**src/hdl/nsf_pkg.sv**
```systemverilog
`timescale 1ns / 1ps
`default_nettype none

package nsf_pkg;

    localparam int FLUX_W     = 24;
    localparam int SRCH_BITS  = FLUX_W + 1;
    localparam int CNT_W      = 7;
    localparam int CFG_IDX_W  = 8;
    localparam int CFG_DATA_W = 11;

    localparam logic [CFG_IDX_W-1:0]  REG_ONLY_INCREASE = 8'd0;
    localparam logic [CFG_IDX_W-1:0]  REG_BINS_IN_USE   = 8'd1;
    localparam logic [CFG_DATA_W-1:0] BINS_RESET        = 11'd512;

    typedef enum logic [8:0] {
        ST_ACCUM     = 9'b000000001,
        ST_DRAIN     = 9'b000000010,
        ST_LATCH     = 9'b000000100,
        ST_MUL_PC    = 9'b000001000,
        ST_MUL_MID   = 9'b000010000,
        ST_MUL_DD    = 9'b000100000,
        ST_SRCH_INIT = 9'b001000000,
        ST_SEARCH    = 9'b010000000,
        ST_OUTPUT    = 9'b100000000
    } state_t;

    typedef struct packed {
        logic in_fire;
        logic load;
        logic mul_step;
        logic mul_mid;
        logic srch_init;
        logic srch_step;
        logic out_load;
    } ctrl_cmd_t;

    typedef struct packed {
        logic out_free;
    } ctrl_stat_t;

endpackage

`default_nettype wire

```
**src/hdl/nsf_ctrl.sv**
```systemverilog
`timescale 1ns / 1ps
`default_nettype none

module nsf_ctrl #(
    parameter int MAX_BINS  = 1024,
    parameter int BIN_WIDTH = 16
) (
    input  wire logic                            clk,
    input  wire logic                            rst_n,
    input  wire logic                            in_valid,
    output logic                                 in_ready,
    input  wire logic                            cfg_valid,
    input  wire logic [nsf_pkg::CFG_IDX_W-1:0]   cfg_index,
    input  wire logic [nsf_pkg::CFG_DATA_W-1:0]  cfg_data,
    output logic                                 only_increase,
    output logic [$clog2(MAX_BINS)-1:0]          bin_pos,
    output nsf_pkg::ctrl_cmd_t                   cmd,
    input  nsf_pkg::ctrl_stat_t                  stat
);

    localparam int IW     = $clog2(MAX_BINS);
    localparam int AW_RAW = 2 * BIN_WIDTH + IW;
    localparam int ACC_W  = (AW_RAW > 64) ? 64 : AW_RAW;
    localparam int CW     = (IW + 1 > nsf_pkg::CFG_DATA_W) ? IW + 1 : nsf_pkg::CFG_DATA_W;

    nsf_pkg::state_t                state_reg, state_next;
    logic [nsf_pkg::CNT_W-1:0]      cnt_reg, cnt_next;
    logic [IW-1:0]                  bin_index_reg, bin_index_next;
    logic                           only_inc_reg;
    logic [nsf_pkg::CFG_DATA_W-1:0] bins_reg;
    logic [CW-1:0]                  len_raw, len_eff, pos_inc;
    logic                           last_bin;
    logic                           in_fire;

    assign in_ready      = (state_reg == nsf_pkg::ST_ACCUM);
    assign in_fire       = in_valid && in_ready;
    assign only_increase = only_inc_reg;
    assign bin_pos       = bin_index_reg;

    // frame length of zero acts as one, above the store depth as the depth
    always_comb
    begin
        len_raw = CW'(bins_reg);
        if (len_raw == '0)
            len_eff = CW'(1);
        else if (len_raw > CW'(MAX_BINS))
            len_eff = CW'(MAX_BINS);
        else
            len_eff = len_raw;
        pos_inc  = CW'(bin_index_reg) + CW'(1);
        last_bin = (pos_inc >= len_eff);
    end

    always_ff @(posedge clk or negedge rst_n)
    begin
        if (!rst_n)
        begin
            only_inc_reg <= 1'b0;
            bins_reg     <= nsf_pkg::BINS_RESET;
        end
        else if (cfg_valid)
        begin
            unique case (cfg_index)
                nsf_pkg::REG_ONLY_INCREASE: only_inc_reg <= cfg_data[0];
                nsf_pkg::REG_BINS_IN_USE:   bins_reg     <= cfg_data;
                default: ;
            endcase
        end
    end

    always_comb
    begin
        state_next     = state_reg;
        cnt_next       = cnt_reg;
        bin_index_next = bin_index_reg;
        cmd            = '0;
        cmd.in_fire    = in_fire;
        unique case (state_reg)
            nsf_pkg::ST_ACCUM:
            begin
                if (in_fire)
                begin
                    if (last_bin)
                    begin
                        bin_index_next = '0;
                        state_next     = nsf_pkg::ST_DRAIN;
                    end
                    else
                        bin_index_next = bin_index_reg + IW'(1);
                end
            end
            nsf_pkg::ST_DRAIN:
                state_next = nsf_pkg::ST_LATCH;
            nsf_pkg::ST_LATCH:
            begin
                cmd.load   = 1'b1;
                cnt_next   = nsf_pkg::CNT_W'(ACC_W - 1);
                state_next = nsf_pkg::ST_MUL_PC;
            end
            nsf_pkg::ST_MUL_PC:
            begin
                cmd.mul_step = 1'b1;
                cnt_next     = cnt_reg - 1'b1;
                if (cnt_reg == '0)
                    state_next = nsf_pkg::ST_MUL_MID;
            end
            nsf_pkg::ST_MUL_MID:
            begin
                cmd.mul_mid = 1'b1;
                cnt_next    = nsf_pkg::CNT_W'(ACC_W - 1);
                state_next  = nsf_pkg::ST_MUL_DD;
            end
            nsf_pkg::ST_MUL_DD:
            begin
                cmd.mul_step = 1'b1;
                cnt_next     = cnt_reg - 1'b1;
                if (cnt_reg == '0)
                    state_next = nsf_pkg::ST_SRCH_INIT;
            end
            nsf_pkg::ST_SRCH_INIT:
            begin
                cmd.srch_init = 1'b1;
                cnt_next      = nsf_pkg::CNT_W'(nsf_pkg::SRCH_BITS - 1);
                state_next    = nsf_pkg::ST_SEARCH;
            end
            nsf_pkg::ST_SEARCH:
            begin
                cmd.srch_step = 1'b1;
                cnt_next      = cnt_reg - 1'b1;
                if (cnt_reg == '0)
                    state_next = nsf_pkg::ST_OUTPUT;
            end
            nsf_pkg::ST_OUTPUT:
            begin
                if (stat.out_free)
                begin
                    cmd.out_load = 1'b1;
                    state_next   = nsf_pkg::ST_ACCUM;
                end
            end
            default:
                state_next = nsf_pkg::ST_ACCUM;
        endcase
    end

    always_ff @(posedge clk or negedge rst_n)
    begin
        if (!rst_n)
        begin
            state_reg     <= nsf_pkg::ST_ACCUM;
            cnt_reg       <= '0;
            bin_index_reg <= '0;
        end
        else
        begin
            state_reg     <= state_next;
            cnt_reg       <= cnt_next;
            bin_index_reg <= bin_index_next;
        end
    end

    a_last_drains: assert property (@(posedge clk) disable iff (!rst_n)
        (in_fire && last_bin) |=> (state_reg == nsf_pkg::ST_DRAIN))
        else $error("last bin of frame did not start the back end");

    a_search_len: assert property (@(posedge clk) disable iff (!rst_n)
        (state_reg == nsf_pkg::ST_SEARCH) |-> (cnt_reg < nsf_pkg::CNT_W'(nsf_pkg::SRCH_BITS)))
        else $error("search counter out of range");

    a_out_free: assert property (@(posedge clk) disable iff (!rst_n)
        cmd.out_load |-> stat.out_free)
        else $error("result loaded over a beat not yet taken");

endmodule

`default_nettype wire

```
**config.mk**
```make
export PLATFORM = sky130hd
export DESIGN_NAME = nsf_ctrl
export DESIGN_NICKNAME = d
export VERILOG_FILES = /design/src/hdl/nsf_pkg.sv /design/src/hdl/nsf_ctrl.sv
export SDC_FILE = /design/constraint.sdc
export NUM_CORES = 1
export LEC_CHECK = 0
export CORE_UTILIZATION = 54
export CTS_BUF_LIST = sky130_fd_sc_hd__clkbuf_16
export DETAILED_ROUTE_END_ITERATION = 6
export DONT_BUFFER_PORTS = 1
export PLACE_DENSITY = 0.69
export SLEW_MARGIN = 40
export SYNTH_ARGS = -nofsm -noshare
export SYNTH_HDL_FRONTEND = slang
export SYNTH_SLANG_ARGS = --single-unit
```
**constraint.sdc**
```tcl
create_clock -name clk -period 6.5 [get_ports clk]
set_input_delay 0.325 -clock clk [delete_from_list [all_inputs] [get_ports clk]]
set_output_delay 0.325 -clock clk [all_outputs]
set_load 0.005 [all_outputs]
```
==> results of run 1 <==
## how the worst max path moves through the flow
stage                     cells past startpoint  slack (ns)            to  startpoint
after global routing                         12        3.46  state_reg[6]  bin_pos[0]
after CTS                                    12        3.74    bin_pos[9]  bin_pos[0]
after global placement                       12        3.82    bin_pos[3]  bin_pos[0]
after detailed placement                     12        3.76    bin_pos[9]  bin_pos[0]
final                                        12        3.71    bin_pos[9]  bin_pos[0]
after floorplan                              12        4.06    bin_pos[3]  bin_pos[0]
## synthesized netlist by cell type, drive strengths merged (4+ instances only)
cell type / count
nor4: 5
mux2: 12
a21oi: 7
nor2: 19
nand3: 10
xor2: 7
dfrtp: 36
inv: 8
nand2: 43
o21ai: 13
nand2b: 9
xnor2: 4
and3: 4
ha: 14
## kinds of logic after synthesis
logic type	Yosys count	share of synthesized area [%]
AND/OR/NAND/NOR	117	28.7
flip-flops	38	41.9
AO/OA/AOI/OAI	32	8.69
adder cells (fa/ha/maj)	14	7.70
buffers and inverters	13	2.80
multiplexers	12	5.94
XOR/XNOR	11	4.24
## power groups by stage
stage / logic (mW) / clock network (mW) / registers, mW
after floorplan: 0.242 / 0 / 0.327
after global placement: 0.273 / 0 / 0.340
after detailed placement: 0.282 / 0 / 0.341
after CTS: 0.295 / 0.230 / 0.337
after global routing: 0.337 / 0.239 / 0.346
final: 0.292 / 0.226 / 0.338
## final cells by class
cell class | instances | share of cell area (%)
Clock buffer | 5 | 5.06
Clock inverter | 3 | 0.455
Inverter | 9 | 1.37
Multi-Input combinational cell | 186 | 50.8
Sequential cell | 38 | 38.5
Tap cell | 50 | 2.53
Timing Repair Buffer | 2 | 1.21
## layer usage
metal,up-vias,track usage (%),share of wire (%)
li1,852,-,-
met1,765,29.4,49
met2,43,36.5,44
met3,7,5.14,5.3
met4,0,7.98,1.5
met5,-,0,0
## worst register-to-register path: stages, from the launching register on
cell,delay [ns]
sky130_fd_sc_hd__dfrtp_1,0.46
sky130_fd_sc_hd__ha_1,0.23
sky130_fd_sc_hd__nand3_1,0.11
sky130_fd_sc_hd__nor2_1,0.23
sky130_fd_sc_hd__nand3_1,0.13
sky130_fd_sc_hd__xnor2_1,0.21
sky130_fd_sc_hd__ha_1,0.28
sky130_fd_sc_hd__a21oi_1,0.12
sky130_fd_sc_hd__o21ai_0,0.08
sky130_fd_sc_hd__a31oi_1,0.39
sky130_fd_sc_hd__nand4_4,0.23
sky130_fd_sc_hd__nand2b_1,0.20
sky130_fd_sc_hd__nand2_1,0.07
==> impl_metrics.csv, run 1 <==
group,metric,value,unit
run_status,outcome,"complete, no violations",
critical_path,worst_path_largest_cell_delay,0.46,ns
critical_path,cp.required,6.71,ns
synth,ys_seq_area_share,41.9,%
critical_path,worstRegToRegCells,12,
drt,detail_route.vias_per_cell,5.69,
power,p_sw,316,uW
synth,synth_top_area_cell,"sky130_fd_sc_hd__dfrtp_1",
final_layout,final-seq-area,953,um^2
synth,synthDistinctLibCells,46,
drt,dr.pass1.iters,4,
global_route,grt_max_degree,39,
die,design.die.area,4480,um^2
die,top_level_ports,43,
power,comb_power_share,34.1,%
synth,yosysWarnings,0,
clocking,cts_htree_levels,2,
timing,final-max-slew-violation-count,0,
global_route,first_global_vias,1705,
timing,final-setup-viol-count,0,
final_layout,final_nets,280,
final_layout,post_route_cells_drive_above_1_share,7.41,%
final_layout,most_frequent_cells_in_the_layout,"sky130_fd_sc_hd__nand2_1, sky130_fd_sc_hd__dfrtp_1, sky130_fd_sc_hd__nor2_1",
drt,route.antenna.remaining_nets,0,
power,cell_internal_pwr,540,uW
global_route,globalRouteOverflowTotal,0,
clocking,cts_max_path_buffers,2,
final_layout,multiInputGateArea,1260,um^2
timing,layout_min_cycle_time,2.79,ns
critical_path,crit_buf_inv,0,
critical_path,critPathCaptureType,"flop",
synth,post_synth.cell_area_avg,9.60,um^2
final_layout,layout.core_utilization,61.4,%
clocking,post-cts-setup-buffer-count,0,
die,design.core.area,4030,um^2
final_layout,largest_register_ffs,11,
drt,routedWlPerCell,15.1,um
final_layout,final_cells,293,
power,clock_power_share,26.4,%
critical_path,reg2reg_to,"bin_pos[9]",
timing,final_total_negative_setup_slack,0,ns
timing,final_hold_viol_count,0,
critical_path,worstSetupPathType,"flop to flop",
die,y_dimension_of_the_die,66.9,um
synth,postSynth.asyncResetShare,100,%
placement,dpl.hpwl,3.19,mm
synth,synthesis.nets,275,
critical_path,worst_ep_arrival_time,3.01,ns
timing,worst_slew_margin_rel,65.8,%
power,power_per_cell_area,346,nW/um^2
clocking,buffer_type_at_the_clock_tree_root,"sky130_fd_sc_hd__clkbuf_16",
clocking,clkSinkCount,38,
placement,post-place-cells,283,
critical_path,r2r_slack,3.71,ns
synth,synth.top_cells.by_area,"sky130_fd_sc_hd__dfrtp_1, sky130_fd_sc_hd__ha_1, sky130_fd_sc_hd__nand2_1",
final_layout,num_antenna_cells,0,
critical_path,worstReg2RegStart,"bin_pos[0]",
clocking,clock_tree_from_tritoncts,"done",
placement,io_buffers,0,
timing,clock-skew-final,0.00547,ns
die,placementRows,23,
placement,routabilityCongestion,0.807,
synth,netlist_area,2270,um^2
global_route,grt_pass1_wl,7.56,mm
critical_path,cp_max_fo,10,
timing,achievable-frequency,358,MHz
power,sw_frac_of_total,36.9,%
flow_run,max-cap-violations,0,
power,vdd_ir_drop_max,0.209,mV
global_route,antenna_violations_before_repair,0,
hold_path,hold_path_end,"state_reg[8]",
power,p_seq_share,39.5,%
die,initial_utilization,56.5,%
critical_path,cp_top_family,"simple AND/OR/NAND/NOR gates",
final_layout,fill_cell_count,356,
clocking,cts_hold_buffers,2,
placement,dpl-instance-area,2310,um^2
clocking,cts-buffers-inserted,5,
hold_path,holdCritPathClass,"input pin to flop",
power,power.total,856,uW
die,dieWidth,66.9,um
synth,prevailing_post_synth_register_cell,"sky130_fd_sc_hd__dfrtp_1",
clocking,clk_pin_slew_worst_paths,0.06,ns
placement,place_ws,3.76,ns
hold_path,hold_start,"stat",
synth,synth_cells,237,
drt,drcViolationCount,0,
critical_path,critical_path_slowest_stage_cell,"sky130_fd_sc_hd__dfrtp_1",
timing,final.hold.worst_slack,0.152,ns
drt,via_count,1667,
drt,route.final.wire_length,4.42,mm
clocking,worstSkewPairLatency,0.28,ns
power,cellLeakagePower,1.22,nW
clocking,cts_resized,0,
timing,worst_pin_slew,0.512,ns
synth,yosys.area.top_type_share,39.6,%
timing,worst_slack,3.71,ns
final_layout,stdcell_area,2470,um^2
drt,drt_iter0_drc,96,
timing,timing.final.crit_share,43.0,%
critical_path,critical_path_cell_list,"ha_1, nand3_1, nor2_1, nand3_1, xnor2_1, ha_1, a21oi_1, o21ai_0, a31oi_1, nand4_4, nand2b_1, nand2_1",
synth,number_of_flops_mapped_to_enable_cells_by_yosys,0,
synth,synth-seq-cells,38,
final_layout,layout.cells.most_common,"sky130_fd_sc_hd__nand2_1",
final_layout,area.growth.synth_to_final,8.75,%
timing,rsz0062_at_grt,"false",
global_route,grtUsageTotal,22.6,%
critical_path,setup.worst_path.start_class,"flop",
hold_path,min_delay_path_depth,1,
(Power assumes the default switching activity.)
==> run 2, diff against run 1 <==
PLACE_DENSITY = 0.72   (was 0.69)
clock period = 2.3 ns   (was 6.5 ns; I/O delays follow)
==> run 2 against run 1 <==
The run now ends with setup timing left. Sequential power grew to 2.8 times the previous value. Setup slack got worse by 3.7 ns. Non-clock buffer count increased by 26. Fmax rose by 19%. Clock-buffer cell count is the same. First-iteration DRC count grew 5.2%. Clock power grew to 3.0 times the previous value. Hold slack worse by 0.083 ns. Largest power group is now combinational cells.
==> impl_metrics.csv, run 2 (synthesis gave the netlist of run 1 again) <==
group,metric,value,unit
run_status,outcome,"finished with violations",
run_status,violated_checks,"setup timing",
global_route,grt_pass1_wl,7.85,mm
final_layout,post_route_cells_drive_above_1_share,17.5,%
critical_path,cp_top_family,"simple AND/OR/NAND/NOR gates",
global_route,grtUsageTotal,23.7,%
drt,via_count,1794,
final_layout,stdcell_area,2780,um^2
drt,drt_iter0_drc,101,
timing,final_total_negative_setup_slack,-0.303,ns
critical_path,critical_path_slowest_stage_cell,"sky130_fd_sc_hd__dfrtp_1",
timing,rsz0062_at_grt,"true",
power,cell_internal_pwr,1.61,mW
clocking,worstSkewPairLatency,0.28,ns
critical_path,worst_path_largest_cell_delay,0.37,ns
critical_path,cp_max_fo,10,
timing,final-setup-viol-count,9,
global_route,globalRouteOverflowTotal,0,
critical_path,worstReg2RegStart,"bin_pos[0]",
timing,worst_pin_slew,0.516,ns
hold_path,hold_path_end,"state_reg[0]",
timing,layout_min_cycle_time,2.34,ns
global_route,grt_max_degree,39,
critical_path,crit_buf_inv,0,
timing,worst_slack,-0.0425,ns
power,cellLeakagePower,1.36,nW
power,p_sw,944,uW
critical_path,critPathCaptureType,"flop",
die,top_level_ports,43,
critical_path,worstRegToRegCells,12,
final_layout,most_frequent_cells_in_the_layout,"sky130_fd_sc_hd__nand2_1, sky130_fd_sc_hd__dfrtp_1, sky130_fd_sc_hd__nor2_1",
die,y_dimension_of_the_die,66.9,um
global_route,first_global_vias,1724,
final_layout,area.growth.synth_to_final,22.1,%
critical_path,cp.required,2.52,ns
clocking,clk_pin_slew_worst_paths,0.06,ns
timing,achievable-frequency,427,MHz
die,design.core.area,4030,um^2
critical_path,worst_ep_arrival_time,2.56,ns
critical_path,setup.worst_path.start_class,"flop",
placement,dpl-instance-area,2460,um^2
drt,route.antenna.remaining_nets,0,
timing,final-max-slew-violation-count,0,
power,sw_frac_of_total,37.0,%
timing,worst_slew_margin_rel,65.5,%
hold_path,hold_start,"in_valid",
final_layout,largest_register_ffs,11,
hold_path,min_delay_path_depth,3,
placement,io_buffers,0,
flow_run,max-cap-violations,0,
hold_path,holdCritPathClass,"input pin to flop",
power,comb_power_share,37.2,%
critical_path,reg2reg_to,"bin_pos[5]",
power,vdd_ir_drop_max,0.575,mV
placement,routabilityCongestion,0.827,
power,p_seq_share,36.6,%
drt,detail_route.vias_per_cell,5.62,
drt,drcViolationCount,0,
clocking,clkSinkCount,38,
timing,final_hold_viol_count,0,
drt,dr.pass1.iters,4,
final_layout,final_nets,306,
die,design.die.area,4480,um^2
die,initial_utilization,56.5,%
timing,timing.final.crit_share,102,%
die,dieWidth,66.9,um
clocking,clock_tree_from_tritoncts,"done",
clocking,cts_htree_levels,2,
global_route,antenna_violations_before_repair,0,
clocking,cts_max_path_buffers,2,
power,power_per_cell_area,919,nW/um^2
die,placementRows,23,
final_layout,num_antenna_cells,0,
final_layout,layout.cells.most_common,"sky130_fd_sc_hd__nand2_1",
critical_path,crit_top_cell,"sky130_fd_sc_hd__nand3_2",
drt,routedWlPerCell,14.7,um
power,clock_power_share,26.2,%
placement,dpl.hpwl,3.34,mm
clocking,cts-buffers-inserted,5,
critical_path,r2r_slack,-0.04,ns
clocking,buffer_type_at_the_clock_tree_root,"sky130_fd_sc_hd__clkbuf_16",
drt,route.final.wire_length,4.70,mm
critical_path,worstSetupPathType,"flop to flop",
timing,clock-skew-final,0.00504,ns
critical_path,critical_path_cell_list,"ha_2, nand3_2, nor2_4, nand3_2, xnor2_2, ha_1, a21oi_2, o21ai_2, a31oi_4, nand4_4, nand2b_1, nand2_1",
==> run 2: layer usage <==
layer / global-route usage, % / share of wire [%] / routed length, um / vias up
met4: 9.31 / 1.9 / 87 / 0
met2: 37.5 / 47 / 2230 / 42
met5: 0 / 0 / 0 / -
met1: 31.4 / 46 / 2170 / 840
li1: - / - / - / 904
met3: 4.97 / 4.5 / 213 / 8
==> run 2: cell type report <==
class / instances / area (um^2)
clock buffers: 5 / 125
clock inverters: 3 / 21.3
fillers: 310 / 1250
inverters: 9 / 33.8
multi-input cells: 186 / 1330
flip-flops and latches: 38 / 953
well taps: 50 / 62.6
repair buffers: 28 / 255
==> run 2: stage by stage <==
stage / instances / util (%) / hold slack (ns) / worst slack, ns / total power, mW
detailed placement: 297 / 61.0 / -0.180 / -0.111 / 1.85
CTS: 319 / 68.9 / 0.0655 / -0.0549 / 2.58
global placement: 297 / 61.0 / -0.180 / -0.0104 / 1.82
global route: 319 / 68.9 / 0.0822 / -0.196 / 2.75
finish: 319 / 68.9 / 0.0696 / -0.0425 / 2.55
floorplan: 237 / - / -0.181 / -0.00622 / 1.66
==> run 2: worst max path at each step <==
stage | start | end | slack, ns | cells past startpoint
6_report | bin_pos[0] | bin_pos[5] | -0.04 | 12
5_1_grt | bin_pos[4] | bin_pos[2] | -0.20 | 11
4_1_cts | bin_pos[0] | bin_pos[5] | -0.05 | 12
3_5_place_dp | bin_pos[1] | bin_pos[5] | -0.11 | 12
3_3_place_gp | bin_pos[4] | bin_pos[8] | -0.01 | 11
2_1_floorplan | bin_pos[0] | state_reg[3] | -0.006 | 12
==> run 2: tightest hold or removal path: stages <==
cell and delay (ns):
sky130_fd_sc_hd__nand3_1 0.06, sky130_fd_sc_hd__o211ai_2 0.09, sky130_fd_sc_hd__a21boi_1 0.07
==> run 2: what timing repair did <==
action / in CTS / in global routing
buffers inserted: 0 / 0
resized for setup: 4 / 1
setup endpoints to repair: 14 / 15
pin swaps: 4 / 1
endpoints found under the hold margin: 51 / 0
hold buffers: 14 / 0
cloned: 0 / 0
==> run 2: power groups by stage <==
stage	clock network, mW	registers, mW	logic [mW]
6_report	0.670	0.934	0.948
5_1_grt	0.719	0.955	1.08
4_1_cts	0.684	0.933	0.961
3_3_place_gp	0	0.939	0.880
3_5_place_dp	0	0.941	0.913
2_1_floorplan	0	0.926	0.738
==> run 3, diff against run 2 <==
ABC_AREA = 1   (was not set)
CELL_PAD_IN_SITES_DETAIL_PLACEMENT = 1   (was not set)
CELL_PAD_IN_SITES_GLOBAL_PLACEMENT = 1   (was not set)
CORE_UTILIZATION = 42   (was 54)
CTS_CLUSTER_SIZE = 25   (was not set)
PLACE_DENSITY = 0.76   (was 0.72)
==> run 3 against run 2 <==
The flow finishes with violations (hold timing, setup timing). Sequential power is 4.7% lower. Total power is 29% higher. Global-route usage is 1.3 points higher. Synthesized area is 16% higher. Sequential share of layout area is 6.3 points lower. Setup slack worse by 0.27 ns. Critical endpoint is now bin_pos[2]. Largest cell class unchanged.
==> impl_metrics.csv, run 3 <==
group,metric,value,unit
run_status,outcome,"finished with violations",
run_status,violated_checks,"hold timing, setup timing",
synth,synth_cells,346,
die,initial_utilization,44.2,%
final_layout,final_nets,433,
clocking,worstSkewPairLatency,0.28,ns
synth,synth_top_family_by_area,"simple AND/OR/NAND/NOR gates",
synth,synth-seq-cells,38,
drt,dr.pass1.iters,4,
drt,drt_iter0_drc,106,
synth,postSynth.asyncResetShare,100,%
placement,place_ws,-0.283,ns
die,dieWidth,81.4,um
global_route,met3_usage,4.49,%
die,y_dimension_of_the_die,81.4,um
final_layout,most_frequent_cells_in_the_layout,"sky130_fd_sc_hd__nand2_1, sky130_fd_sc_hd__inv_1, sky130_fd_sc_hd__dfrtp_1, sky130_fd_sc_hd__buf_4, sky130_fd_sc_hd__nor2_1",
synth,post_synth.cell_area_avg,7.65,um^2
power,vdd_ir_drop_max,0.475,mV
critical_path,reg2reg_to,"bin_pos[2]",
synth,synthDistinctLibCells,35,
die,design.die.area,6630,um^2
drt,drcViolationCount,0,
timing,timing.final.crit_share,114,%
timing,final-setup-viol-count,17,
timing,final_hold_viol_count,1,
global_route,antenna_violations_before_repair,0,
synth,yosysWarnings,0,
synth,complex_gate_fraction_of_the_synthesized_area,9.40,%
synth,synthAdderAreaFrac,6.62,%
synth,synthesis.nets,384,
critical_path,worstRegToRegCells,17,
final_layout,final-seq-area,953,um^2
power,cellLeakagePower,1.79,nW
timing,clock-skew-final,0.00973,ns
drt,via_count,2448,
hold_path,holdCritPathClass,"input pin to flop",
timing,layout_min_cycle_time,2.62,ns
synth,synthTopCellsByCount,"sky130_fd_sc_hd__nand2_1, sky130_fd_sc_hd__inv_1, sky130_fd_sc_hd__dfrtp_1, sky130_fd_sc_hd__nor2_1, sky130_fd_sc_hd__nand3_1",
critical_path,worstSetupPathType,"flop to flop",
timing,worst_slew_margin_rel,74.4,%
drt,route.final.wire_length,7.81,mm
clocking,cts-buffers-inserted,5,
power,power_per_cell_area,966,nW/um^2
clocking,clkSinkCount,38,
clocking,cts_max_path_buffers,2,
timing,final-max-slew-violation-count,0,
final_layout,post_route_cells_drive_above_1_share,31.4,%
final_layout,largest_register_ffs,11,
synth,synth.top_cells.by_area,"sky130_fd_sc_hd__dfrtp_1, sky130_fd_sc_hd__nand2_1, sky130_fd_sc_hd__inv_1",
clocking,cts_htree_levels,2,
global_route,grt_pass1_wl,12.3,mm
hold_path,hold_path_end,"bins_reg[4]",
critical_path,worst_ep_arrival_time,2.82,ns
placement,io_buffers,0,
clocking,buffer_type_at_the_clock_tree_root,"sky130_fd_sc_hd__clkbuf_16",
global_route,first_global_vias,2653,
hold_path,hold_start,"cfg_data[4]",
synth,ys_seq_area_share,36.0,%
synth,synthXorXnorAreaFrac,2.65,%
final_layout,fill_cell_count,726,
final_layout,layout.cells.most_common,"sky130_fd_sc_hd__nand2_1",
timing,rsz0062_at_grt,"true",
synth,synth.area.mux_share,0,%
critical_path,cp_max_fo,6,
critical_path,cp.required,2.50,ns
synth,yosys.area.top_type_share,34.0,%
critical_path,setup.worst_path.start_class,"flop",
global_route,grtUsageTotal,25.0,%
critical_path,critPathCaptureType,"flop",
critical_path,worstReg2RegStart,"bin_pos[1]",
global_route,grt_max_degree,39,
global_route,grt_use_met2,45.4,%
final_layout,layout.core_utilization,56.9,%
flow_run,max-cap-violations,0,
drt,detail_route.vias_per_cell,5.21,
global_route,grt_use_met1,28.6,%
synth,basic_gate_share_of_the_synthesized_area_counting_and_or_nand_and_nor_cells,34.4,%
critical_path,r2r_slack,-0.32,ns
global_route,grt.busiest_layer,"met2",
timing,worst_pin_slew,0.385,ns
synth,prevailing_post_synth_register_cell,"sky130_fd_sc_hd__dfrtp_1",
synth,number_of_flops_mapped_to_enable_cells_by_yosys,0,
global_route,globalRouteOverflowTotal,0,
die,placementRows,28,
synth,yosys.cell_count.top_type,"sky130_fd_sc_hd__nand2_1",
placement,dpl.hpwl,5.11,mm
timing,final.hold.worst_slack,-0.00546,ns
timing,worst_slack,-0.317,ns
die,design.core.area,5990,um^2
timing,achievable-frequency,382,MHz
clocking,clk_pin_slew_worst_paths,0.06,ns
synth,netlist_area,2650,um^2
placement,routabilityCongestion,0.763,
die,top_level_ports,43,
hold_path,min_delay_path_depth,2,
final_layout,multiInputGateArea,1580,um^2
synth,synth_top_area_cell,"sky130_fd_sc_hd__dfrtp_1",
drt,routedWlPerCell,16.6,um
drt,route.antenna.remaining_nets,0,
final_layout,num_antenna_cells,0,
final_layout,area.growth.synth_to_final,28.6,%
clocking,clock_tree_from_tritoncts,"done",
==> run 3: cell count changes after synthesis, sizes merged, moves of 4 or more <==
cell    before  now
nand3       10   27
o21bai       0    4
o21ai       13   19
a21oi        7   11
nand2b       9    0
nand2       43   87
mux2        12    0
o22ai        0    6
nor2        19   43
inv          8   69
==> run 3: cell families (layout without fill, tap and decap cells) <==
group | Yosys count | count (layout)
compound gates | 42 | 42
simple gates | 171 | 171
xor+xnor | 8 | 8
flops | 38 | 38
fa+ha+maj | 14 | 14
buf+inv | 73 | 122
==> run 3: how the worst max path moves through the flow <==
stage                   end       start
6_report         bin_pos[2]  bin_pos[1]
5_1_grt          bin_pos[4]  bin_pos[1]
4_1_cts          bin_pos[2]  bin_pos[1]
3_5_place_dp   state_reg[7]  bin_pos[1]
3_3_place_gp     bin_pos[2]  bin_pos[1]
2_1_floorplan  state_reg[7]  bin_pos[0]
==> run 3: repair_timing <==
action,in CTS,in global routing
setup buffers,13,2
hold buffers,9,0
setup endpoints to repair,17,17
resized for setup,19,23
pin swaps,13,12
hold endpoints to repair,45,0
==> run 3: cell type report <==
class	count	share of cell area, %
clock inverters	2	0.220
multi-input cells	235	46.5
well taps	75	2.76
repair buffers	46	11.2
inverters	69	7.68
clock buffers	5	3.67
flip-flops and latches	38	28.0
==> run 3: critical path, cell delays in order (launching register included) <==
cell and delay, ns:
sky130_fd_sc_hd__dfrtp_1 0.41, sky130_fd_sc_hd__ha_2 0.22, sky130_fd_sc_hd__nand2_2 0.08, sky130_fd_sc_hd__nor2_4 0.10, sky130_fd_sc_hd__nand2_2 0.08, sky130_fd_sc_hd__nor2_4 0.18
sky130_fd_sc_hd__nand2_1 0.08, sky130_fd_sc_hd__nand2_1 0.09, sky130_fd_sc_hd__nand2_2 0.07, sky130_fd_sc_hd__inv_2 0.07, sky130_fd_sc_hd__ha_4 0.20, sky130_fd_sc_hd__nand2_1 0.06
sky130_fd_sc_hd__nand2_1 0.06, sky130_fd_sc_hd__a21oi_2 0.17, sky130_fd_sc_hd__nand2_4 0.10, sky130_fd_sc_hd__nor2_4 0.25, sky130_fd_sc_hd__nand2_4 0.13, sky130_fd_sc_hd__o31ai_4 0.17
==> run 3: report_power, final <==
part / total [mW] / internal (mW) / leakage, nW / switching (mW)
clock: 0.663 / 0.388 / 0.0685 / 0.274
combinational: 1.74 / 0.711 / 1.21 / 1.03
sequential: 0.890 / 0.784 / 0.503 / 0.106
total: 3.29 / 1.88 / 1.79 / 1.41
==> run 3: per-stage QoR <==
stage | cells | power (mW) | area (um^2) | hold WS [ns] | TNS, ns
floorplan | 346 | 1.83 | 2670 | -0.181 | 0
global placement | 439 | 2.15 | 2900 | -0.180 | -2.82
detailed placement | 439 | 2.21 | 2900 | -0.180 | -3.71
CTS | 468 | 3.06 | 3300 | 0.00608 | -2.24
global route | 470 | 3.50 | 3410 | 0.00502 | -6.87
finish | 470 | 3.29 | 3410 | -0.00546 | -4.40
==> run 3: routing by layer <==
metal	routed length [um]	up-vias
met3	190	11
met1	3340	1207
met2	4160	48
li1	-	1182
met5	0	-
met4	122	0
